## config.mk

```make
export PLATFORM = sky130hd
export DESIGN_NAME = sme_div
export DESIGN_NICKNAME = d
export VERILOG_FILES = /design/src/sv/sme_pkg.sv /design/src/sv/sme_div.sv
export SDC_FILE = /design/constraint.sdc
export NUM_CORES = 1
export LEC_CHECK = 0
export BUFFER_PORTS_ARGS = -buffer_cell sky130_fd_sc_hd__buf_4
export CORE_ASPECT_RATIO = 1.25
export CORE_UTILIZATION = 65
export CTS_CLUSTER_SIZE = 12
export DETAILED_ROUTE_END_ITERATION = 10
export PLACE_DENSITY = 0.93
export SLEW_MARGIN = 10
export SYNTH_ARGS = -nofsm -noshare
export SYNTH_HDL_FRONTEND = slang
export SYNTH_SLANG_ARGS = --single-unit
```

## constraint.sdc

```tcl
create_clock -name clk -period 5.9 [get_ports clk]
set_clock_uncertainty 0.05 [all_clocks]
set_input_delay 0.295 -clock clk [delete_from_list [all_inputs] [get_ports clk]]
set_output_delay 0.295 -clock clk [all_outputs]
set_load 0.02 [all_outputs]
```

## src/sv/sme_pkg.sv

```systemverilog
// Package for the stack-machine execute core: opcodes, status codes and types.
// No dependencies.
`timescale 1ns / 1ps
package sme_pkg;

	localparam int unsigned WordW = 32;
	localparam int unsigned OpcShift = 24;
	localparam logic [WordW-1:0] ImmMask = 32'h00FF_FFFF;

	typedef enum logic [7:0] {
		OP_HALT  = 8'd0,
		OP_PUSHC = 8'd1,
		OP_ADD   = 8'd2,
		OP_SUB   = 8'd3,
		OP_MUL   = 8'd4,
		OP_DIV   = 8'd5,
		OP_MOD   = 8'd6,
		OP_RDINT = 8'd7,
		OP_WRINT = 8'd8,
		OP_RDCHR = 8'd9,
		OP_WRCHR = 8'd10
	} opcode_t;

	typedef enum logic [2:0] {
		ST_OK      = 3'd0,
		ST_HALT    = 3'd1,
		ST_UNDER   = 3'd2,
		ST_OVER    = 3'd3,
		ST_UNKNOWN = 3'd4,
		ST_DIVZERO = 3'd5
	} status_t;

	typedef enum logic [2:0] {
		S_IDLE,
		S_READ,
		S_EXEC,
		S_DIV,
		S_OUT
	} state_t;

	// Request to the divider and its answer.
	typedef struct packed {
		logic             start;
		logic             want_rem;
		logic [WordW-1:0] a;
		logic [WordW-1:0] b;
	} div_req_t;

	typedef struct packed {
		logic             done;
		logic [WordW-1:0] result;
	} div_rsp_t;

	function automatic logic [WordW-1:0] sext_byte(input logic [WordW-1:0] v);
		sext_byte = {{(WordW-8){v[7]}}, v[7:0]};
	endfunction

endpackage

```

## src/sv/sme_div.sv

```systemverilog
// Iterative signed divider, one quotient bit per cycle, truncating toward zero.
// Depends on sme_pkg.
`timescale 1ns / 1ps
module sme_div (
	input  logic              clk,
	input  logic              arst_n,
	input  sme_pkg::div_req_t req,
	output sme_pkg::div_rsp_t rsp
);
	localparam int unsigned W = sme_pkg::WordW;

	logic         busy_q;
	logic [5:0]   cnt_q;
	logic [W-1:0] quo_q;
	logic [W:0]   rem_q;
	logic [W-1:0] dvs_q;
	logic         neg_q_q;
	logic         neg_r_q;
	logic         rem_sel_q;
	logic         done_q;
	logic [W-1:0] res_q;

	logic [W:0]   shifted;
	logic [W:0]   diff;
	logic [W-1:0] ma;
	logic [W-1:0] mb;

	// Magnitudes of the operands.
	assign ma = req.a[W-1] ? (~req.a + 1'b1) : req.a;
	assign mb = req.b[W-1] ? (~req.b + 1'b1) : req.b;

	// One restoring step.
	assign shifted = {rem_q[W-1:0], quo_q[W-1]};
	assign diff    = shifted - {1'b0, dvs_q};

	always_ff @(posedge clk or negedge arst_n) begin
		if (!arst_n) begin
			busy_q <= 1'b0;
			done_q <= 1'b0;
			cnt_q  <= '0;
		end else begin
			done_q <= 1'b0;
			if (req.start) begin
				busy_q <= 1'b1;
				cnt_q  <= '0;
			end else if (busy_q) begin
				cnt_q <= cnt_q + 6'd1;
				if (cnt_q == 6'(W - 1)) begin
					busy_q <= 1'b0;
					done_q <= 1'b1;
				end
			end
		end
	end

	// Datapath registers.
	always_ff @(posedge clk) begin
		if (req.start) begin
			quo_q     <= ma;
			rem_q     <= '0;
			dvs_q     <= mb;
			neg_q_q   <= req.a[W-1] ^ req.b[W-1];
			neg_r_q   <= req.a[W-1];
			rem_sel_q <= req.want_rem;
		end else if (busy_q) begin
			if (!diff[W]) begin
				rem_q <= diff;
				quo_q <= {quo_q[W-2:0], 1'b1};
			end else begin
				rem_q <= shifted;
				quo_q <= {quo_q[W-2:0], 1'b0};
			end
		end
	end

	// Sign correction.
	always_comb begin
		if (rem_sel_q)
			res_q = neg_r_q ? (~rem_q[W-1:0] + 1'b1) : rem_q[W-1:0];
		else
			res_q = neg_q_q ? (~quo_q + 1'b1) : quo_q;
	end

	assign rsp.done   = done_q;
	assign rsp.result = res_q;

endmodule

```

==> summary.md, run 1 <==
| Metric | Value |
|---|---|
| Peak VDD IR | 0.295 mV |
| Clock sinks | 107 |
| Post-CTS setup repair buffer count | 0 |
| Slew @ Worst Pin | 913 ps |
| Initial drt markers | 759 |
| Netlist area before placement | 8910 sq um |
| Post-synth EDFFs | 67 |
| Max_slew headroom | 39.1% |
| Setup_tns | 0 ps |
| Synth Instances | 1057 |
| Die width | 107 um |
| Hold buffer count at cts | 1 |
| GR Overflow Total | 0 |
| Via count of the first global-routing pass | 7562 |
| Pin count of the biggest net entering global routing | 82 |
| Reg2Reg Setup Slack | 2340 ps |
| PortBufs | 100 |
| Leak | 4.05 nW |
| Final setup viols | 0 |
| Avg Cell Area, Syn | 8.43 sq um |
| Gpl congestion | 0.998 |
| Worst min-delay path startpoint | req[64] |
| PnR Total Power | 4.03 mW |
| Synth Net Count | 1163 |
| Max Cap Viol | 0 |
| Via count | 8261 |
| CTS tree | done |
| DIE AREA | 14200 sq um |
| Crit Path Class | reg -> out |
| Sequential-to-total area share from yosys stat | 32.0% |
| H-tree depth | 3 |
| Cell variety after synth | 61 |
| Yosys warnings | 0 |
| First-pass DRT Iterations | 5 |
| Clock transition at the registers of the reported paths | 70 ps |
| Number of cell rows | 47 |
| Starting density of the core | 67.0% |
| Layout Nets | 1232 |
| Reg2reg end | rem_q[29] |
| Worst path required time | 5560 ps |
| Initial antenna violation count | 0 |
| CTS Buf Count | 9 |
| Antenna diodes | 0 |
| Async S/R FF share, synth | 7.48% |
| Worst Path Arrival | 3590 ps |
| Routed wire length | 23.0 mm |
| Post_cts resized | 0 |
| Crit end category | output port |
| Antenna Violating Nets Remaining | 0 |
| Fmax | 254 MHz |
| Pwr per Cell Area | 402 nW/um^2 |
| Share of cells above drive strength 1 | 13.6% |
| Hold slack | 63.3 ps |
| Min-delay worst type | in -> reg |
| Die height | 133 um |
| RSZ-0062 raised after global routing | no |
| Main synth FF type | edfxtp_1 |
| Tcrit/Tclk final | 66.7% |
| Worst-path maximum fanout | 5 |
| # IOs | 101 |
| Global-route wire length before repair | 36.4 mm |
| Clock Tree Buf Depth | 2 |
| Hold path endpoint | rem_sel_q |
| Top-count cell post-synth | nor2_1 |
| Hold depth | 1 |
| Status | finished, final reports clean |
| CP startpoint kind | register |
| Top-area cell type share of the netlist area | 22.6% |
| RR Startpoint | rem_q[10] |
| Post-route cell area | 10000 sq um |
| FF-to-FF path depth | 10 |
| Fin. max-slew vios | 0 |
| Placed wire-length estimate | 17.5 mm |
| Root Driver | clkbuf_16 |
| DRC errors left | 0 |
| Largest cells by area after synthesis | edfxtp_1 (23%), dfxtp_1 (7.2%), xor2_1 (7.2%) |
| Dpl cell area | 9730 sq um |
| Final hold vios | 0 |
| WL/cell | 17.7 um |
| Latest clock arrival within the worst-skew pair | 370 ps |
| Area leader, netlist | edfxtp_1 |
| Commonest cells post-synth | nor2_1 (111), nand2_1 (97), a21oi_1 (81) |
| Drt via density | 6.34 |
| #FFs+latches synth | 107 |
| Area growth syn-to-layout | 12.7% |
| # fillers | 1009 |
| Minimum clock period | 3940 ps |
| Global-route usage over all layers | 32.2% |
| Core ar. | 13300 sq um |
flip-flops by register name, summed over array words and instances (netlist names), 6 cells and up:
name	count
quo_q	32
cnt_q	6
dvs_q	32
rem_q	32
final cells by class:
| type | count | area [sq um] | share of cell area (%) |
|---|---|---|---|
| sequential | 107 | 2850 | 28.4 |
| timing repair buffer | 106 | 798 | 7.95 |
| clock buffer | 10 | 250 | 2.49 |
| tap | 171 | 214 | 2.13 |
| inverter | 48 | 180 | 1.79 |
| clock inverter | 6 | 50.0 | 0.498 |
| multi-input combinational | 854 | 5700 | 56.7 |
how the worst max path moves through the flow:
stage / slack (ps) / cells after the start / endpoint / from
finish: 1960 / 11 / rsp[28] / quo_q[1]
global route: 1770 / 8 / rsp[31] / quo_q[2]
CTS: 1980 / 10 / rsp[30] / quo_q[1]
detailed placement: 2380 / 11 / rsp[28] / quo_q[1]
global placement: 2390 / 11 / rsp[28] / quo_q[1]
floorplan: 2490 / 8 / rsp[28] / rem_q[6]
placed cells by master (no fill, tap or decap), types with 7 or more instances in the layout:
| cell | n |
|---|---|
| buf_4 | 105 |
| o41ai_1 | 18 |
| a211oi_1 | 25 |
| xor2_1 | 73 |
| nor2b_1 | 7 |
| xnor2_1 | 70 |
| edfxtp_1 | 67 |
| and2_1 | 8 |
| nand2b_1 | 13 |
| o31ai_1 | 34 |
| dfrtp_1 | 8 |
| nand4_1 | 9 |
| ha_1 | 37 |
| nor3_1 | 11 |
| o31a_1 | 10 |
| nand3_1 | 13 |
| nor2_1 | 111 |
| mux2i_1 | 26 |
| o21ai_0 | 73 |
| dfxtp_1 | 32 |
| inv_1 | 48 |
| a21oi_1 | 81 |
| clkbuf_16 | 10 |
| a21o_1 | 9 |
| or4_1 | 15 |
| nand2_1 | 97 |
| o21a_1 | 7 |
| or3_1 | 21 |
per-stage QoR:
| step | std cells | utilization, % | setup WS [ps] |
|---|---|---|---|
| 6_report | 1302 | 75.6 | 1960 |
| 3_5_place_dp | 1285 | 73.2 | 2380 |
| 3_3_place_gp | 1285 | 73.2 | 2390 |
| 4_1_cts | 1302 | 75.6 | 1980 |
| 2_1_floorplan | 1057 | - | 2490 |
| 5_1_grt | 1302 | 75.6 | 1770 |
per-layer routing:
layer  GRT usage (%)  part of all wire, %  vias up  routed length, um
li1                -                    -     3993                  -
met1            39.3                   41     3866               9400
met2            56.6                   50      336              11500
met3            4.14                  5.6       66               1300
met4            13.6                  3.6        0                837
met5               0                    0        -                  0
critical path: stages, from the launching register on:
cell and delay [ps]:
edfxtp_1 410, inv_1 100, ha_1 160, nand2b_1 80, or4b_2 680, or4_1 580, or3_1 430, o31ai_1 260
xnor2_1 150, nor2_1 50, a21oi_1 180, buf_4 170
power breakdown:
part,total (mW),switching (mW),leakage [nW],internal (mW)
combinational,2.29,1.28,2.87,1.01
sequential,1.13,0.199,1.04,0.929
clock,0.618,0.298,0.151,0.320
total,4.03,1.78,4.05,2.26
logic make-up after synthesis:
| kind of cell | after synthesis | synth area share [%] |
|---|---|---|
| flops | 107 | 32.0 |
| simple gates | 343 | 19.0 |
| mux | 32 | 3.68 |
| compound gates | 297 | 21.6 |
| buf+inv | 96 | 4.10 |
| xor+xnor | 144 | 14.2 |
| fa+ha+maj | 38 | 5.42 |
Power figures use the tool's default switching activity.
==> inputs of run 2 (changes only) <==
--- a/config.mk
+++ b/config.mk
@@ -7,10 +7,10 @@
 export LEC_CHECK = 0
 export BUFFER_PORTS_ARGS = -buffer_cell sky130_fd_sc_hd__buf_4
 export CORE_ASPECT_RATIO = 1.25
-export CORE_UTILIZATION = 65
+export CORE_UTILIZATION = 54
 export CTS_CLUSTER_SIZE = 12
 export DETAILED_ROUTE_END_ITERATION = 10
-export PLACE_DENSITY = 0.93
+export PLACE_DENSITY = 0.83
 export SLEW_MARGIN = 10
 export SYNTH_ARGS = -nofsm -noshare
 export SYNTH_HDL_FRONTEND = slang
==> constraint.sdc (replaced) <==
create_clock -name clk -period 3.6 [get_ports clk]
set_clock_uncertainty 0.05 [all_clocks]
set_input_delay 0.18 -clock clk [delete_from_list [all_inputs] [get_ports clk]]
set_output_delay 0.18 -clock clk [all_outputs]
set_load 0.02 [all_outputs]
==> summary.md, run 2 (synthesis gave the netlist of run 1 again) <==
| Metric | Value |
|---|---|
| Status | finished with violations |
| Failing checks | negative setup slack |
| Met1 usage | 33.5% |
| WL/cell | 16.7 um |
| Die height | 146 um |
| Share of cells above drive strength 1 | 16.6% |
| Area growth syn-to-layout | 16.6% |
| Final core utilization | 64.4% |
| Latest clock arrival within the worst-skew pair | 370 ps |
| Fin. max-slew vios | 0 |
| Placement Setup Slack | 174 ps |
| GR Overflow Total | 0 |
| Crit end category | output port |
| Routed wire length | 22.9 mm |
| Clock sinks | 107 |
| Core ar. | 16100 sq um |
| Hold slack | 67.0 ps |
| CP startpoint kind | register |
| M2 GR Usage | 45.0% |
| Root Driver | clkbuf_16 |
| Placed wire-length estimate | 17.6 mm |
| Initial drt markers | 662 |
| Global-route wire length before repair | 35.9 mm |
| Antenna Violating Nets Remaining | 0 |
| Layout Nets | 1255 |
| Leak | 4.19 nW |
| Antenna diodes | 0 |
| FF-to-FF path depth | 11 |
| Number of cell rows | 52 |
| Peak VDD IR | 0.412 mV |
| Via count | 8199 |
| Slew @ Worst Pin | 1150 ps |
| Max Cap Viol | 0 |
| Final WS setup | -33.2 ps |
| CTS tree | done |
| Via count of the first global-routing pass | 7443 |
| Dpl cell area | 9920 sq um |
| Clock transition at the registers of the reported paths | 70 ps |
| Tcrit/Tclk final | 101% |
| Reg2Reg Setup Slack | 250 ps |
| Min-delay worst type | in -> reg |
| Minimum clock period | 3630 ps |
| Most common cell after layout, fill and taps aside | buf_4 |
| First-pass DRT Iterations | 5 |
| CTS Buf Count | 9 |
| Post-route cell area | 10400 sq um |
| Pin count of the biggest net entering global routing | 69 |
| Most Used Layer, Global Route | met2 |
| Worst path required time | 3370 ps |
| PnR Total Power | 6.90 mW |
| Grt met3 use | 3.46% |
| Initial antenna violation count | 0 |
| Worst-path maximum fanout | 5 |
| PortBufs | 100 |
| Fmax | 275 MHz |
| Setup_tns | -39.7 ps |
| Max_slew headroom | 23.0% |
| Non-Filler Instances | 1370 |
| Gpl congestion | 1.02 |
| DIE AREA | 17000 sq um |
| Drt via density | 5.98 |
| Clock Tree Buf Depth | 2 |
| Global-route usage over all layers | 27.0% |
| Commonest non-fill, non-tap cells in the layout | buf_4 (123), nor2_1 (111), nand2_1 (97) |
| Starting density of the core | 55.2% |
| DRC errors left | 0 |
| Final setup viols | 2 |
| Top flop regs | dvs_q x32, quo_q x32, rem_q x32 |
| Worst Path Arrival | 3400 ps |
| H-tree depth | 3 |
| Hold depth | 2 |
| # IOs | 101 |
| Pwr per Cell Area | 664 nW/um^2 |
| Crit Path Class | reg -> out |
| Die width | 117 um |
| RSZ-0062 raised after global routing | yes |
| Cells after DPL | 1346 |
| Final hold vios | 0 |
run 2: cell types whose count changed in the layout (fill, tap and decap cells not counted), moves of 2 or more:
cell / change
buf_4: +18
o31ai_1: -5
o21ai_0: -4
o21ai_2: +4
o31ai_4: +3
a21oi_1: -2
a21oi_2: +2
buf_6: +2
clkinv_4: +2
dlygate4sd3_1: +2
inv_4: -2
o31ai_2: +2
o41ai_1: -2
run 2: layout make-up:
class                           count  area, sq um
Sequential cell                   107         2850
Multi-Input combinational cell    854         5810
Tap cell                          216          270
Clock inverter                      6         48.8
Fill cell                        1394         5750
Clock buffer                       10          229
Inverter                           48          180
Timing Repair Buffer              129          996
run 2: path summary, 6_finish.rpt:
| path | start | to |
|---|---|---|
| setup / recovery | rem_q[6] | rsp[29] |
| hold / removal | req[5] | dvs_q[5] |
| max in group asynchronous | arst_n | cnt_q[3] |
| min in group asynchronous | arst_n | done_q |
| hold reg to reg | rem_q[9] | rem_q[9] |
| setup reg to reg | quo_q[31] | rem_q[22] |
run 2: where the power goes:
part | internal (mW) | switching (mW)
Combinational | 1.85 | 2.27
Sequential | 1.52 | 0.299
Clock | 0.478 | 0.483
run 2: worst max-delay path, cell delays in order, from the launching register on:
cell and delay [ps]:
dfxtp_2 320, or4_4 530, or4_4 450, or4_4 510
or3_4 440, o41ai_4 230, xnor2_1 220, nand2_1 120
o21ai_2 90, buf_6 140
run 2: layer usage:
| metal | vias to the layer above | wire length, um |
|---|---|---|
| li1 | 4042 | - |
| met3 | 75 | 1120 |
| met5 | - | 0 |
| met4 | 0 | 1230 |
| met2 | 327 | 10900 |
| met1 | 3755 | 9670 |
run 2: what timing repair did:
| action | 4_1_cts | 5_1_grt |
|---|---|---|
| pin swaps | 5 | 9 |
| hold buffers | 3 | 0 |
| endpoints found under the hold margin | 10 | 0 |
| endpoints found under the setup margin | 6 | 9 |
| setup buffers | 0 | 5 |
| gates resized for setup | 10 | 18 |
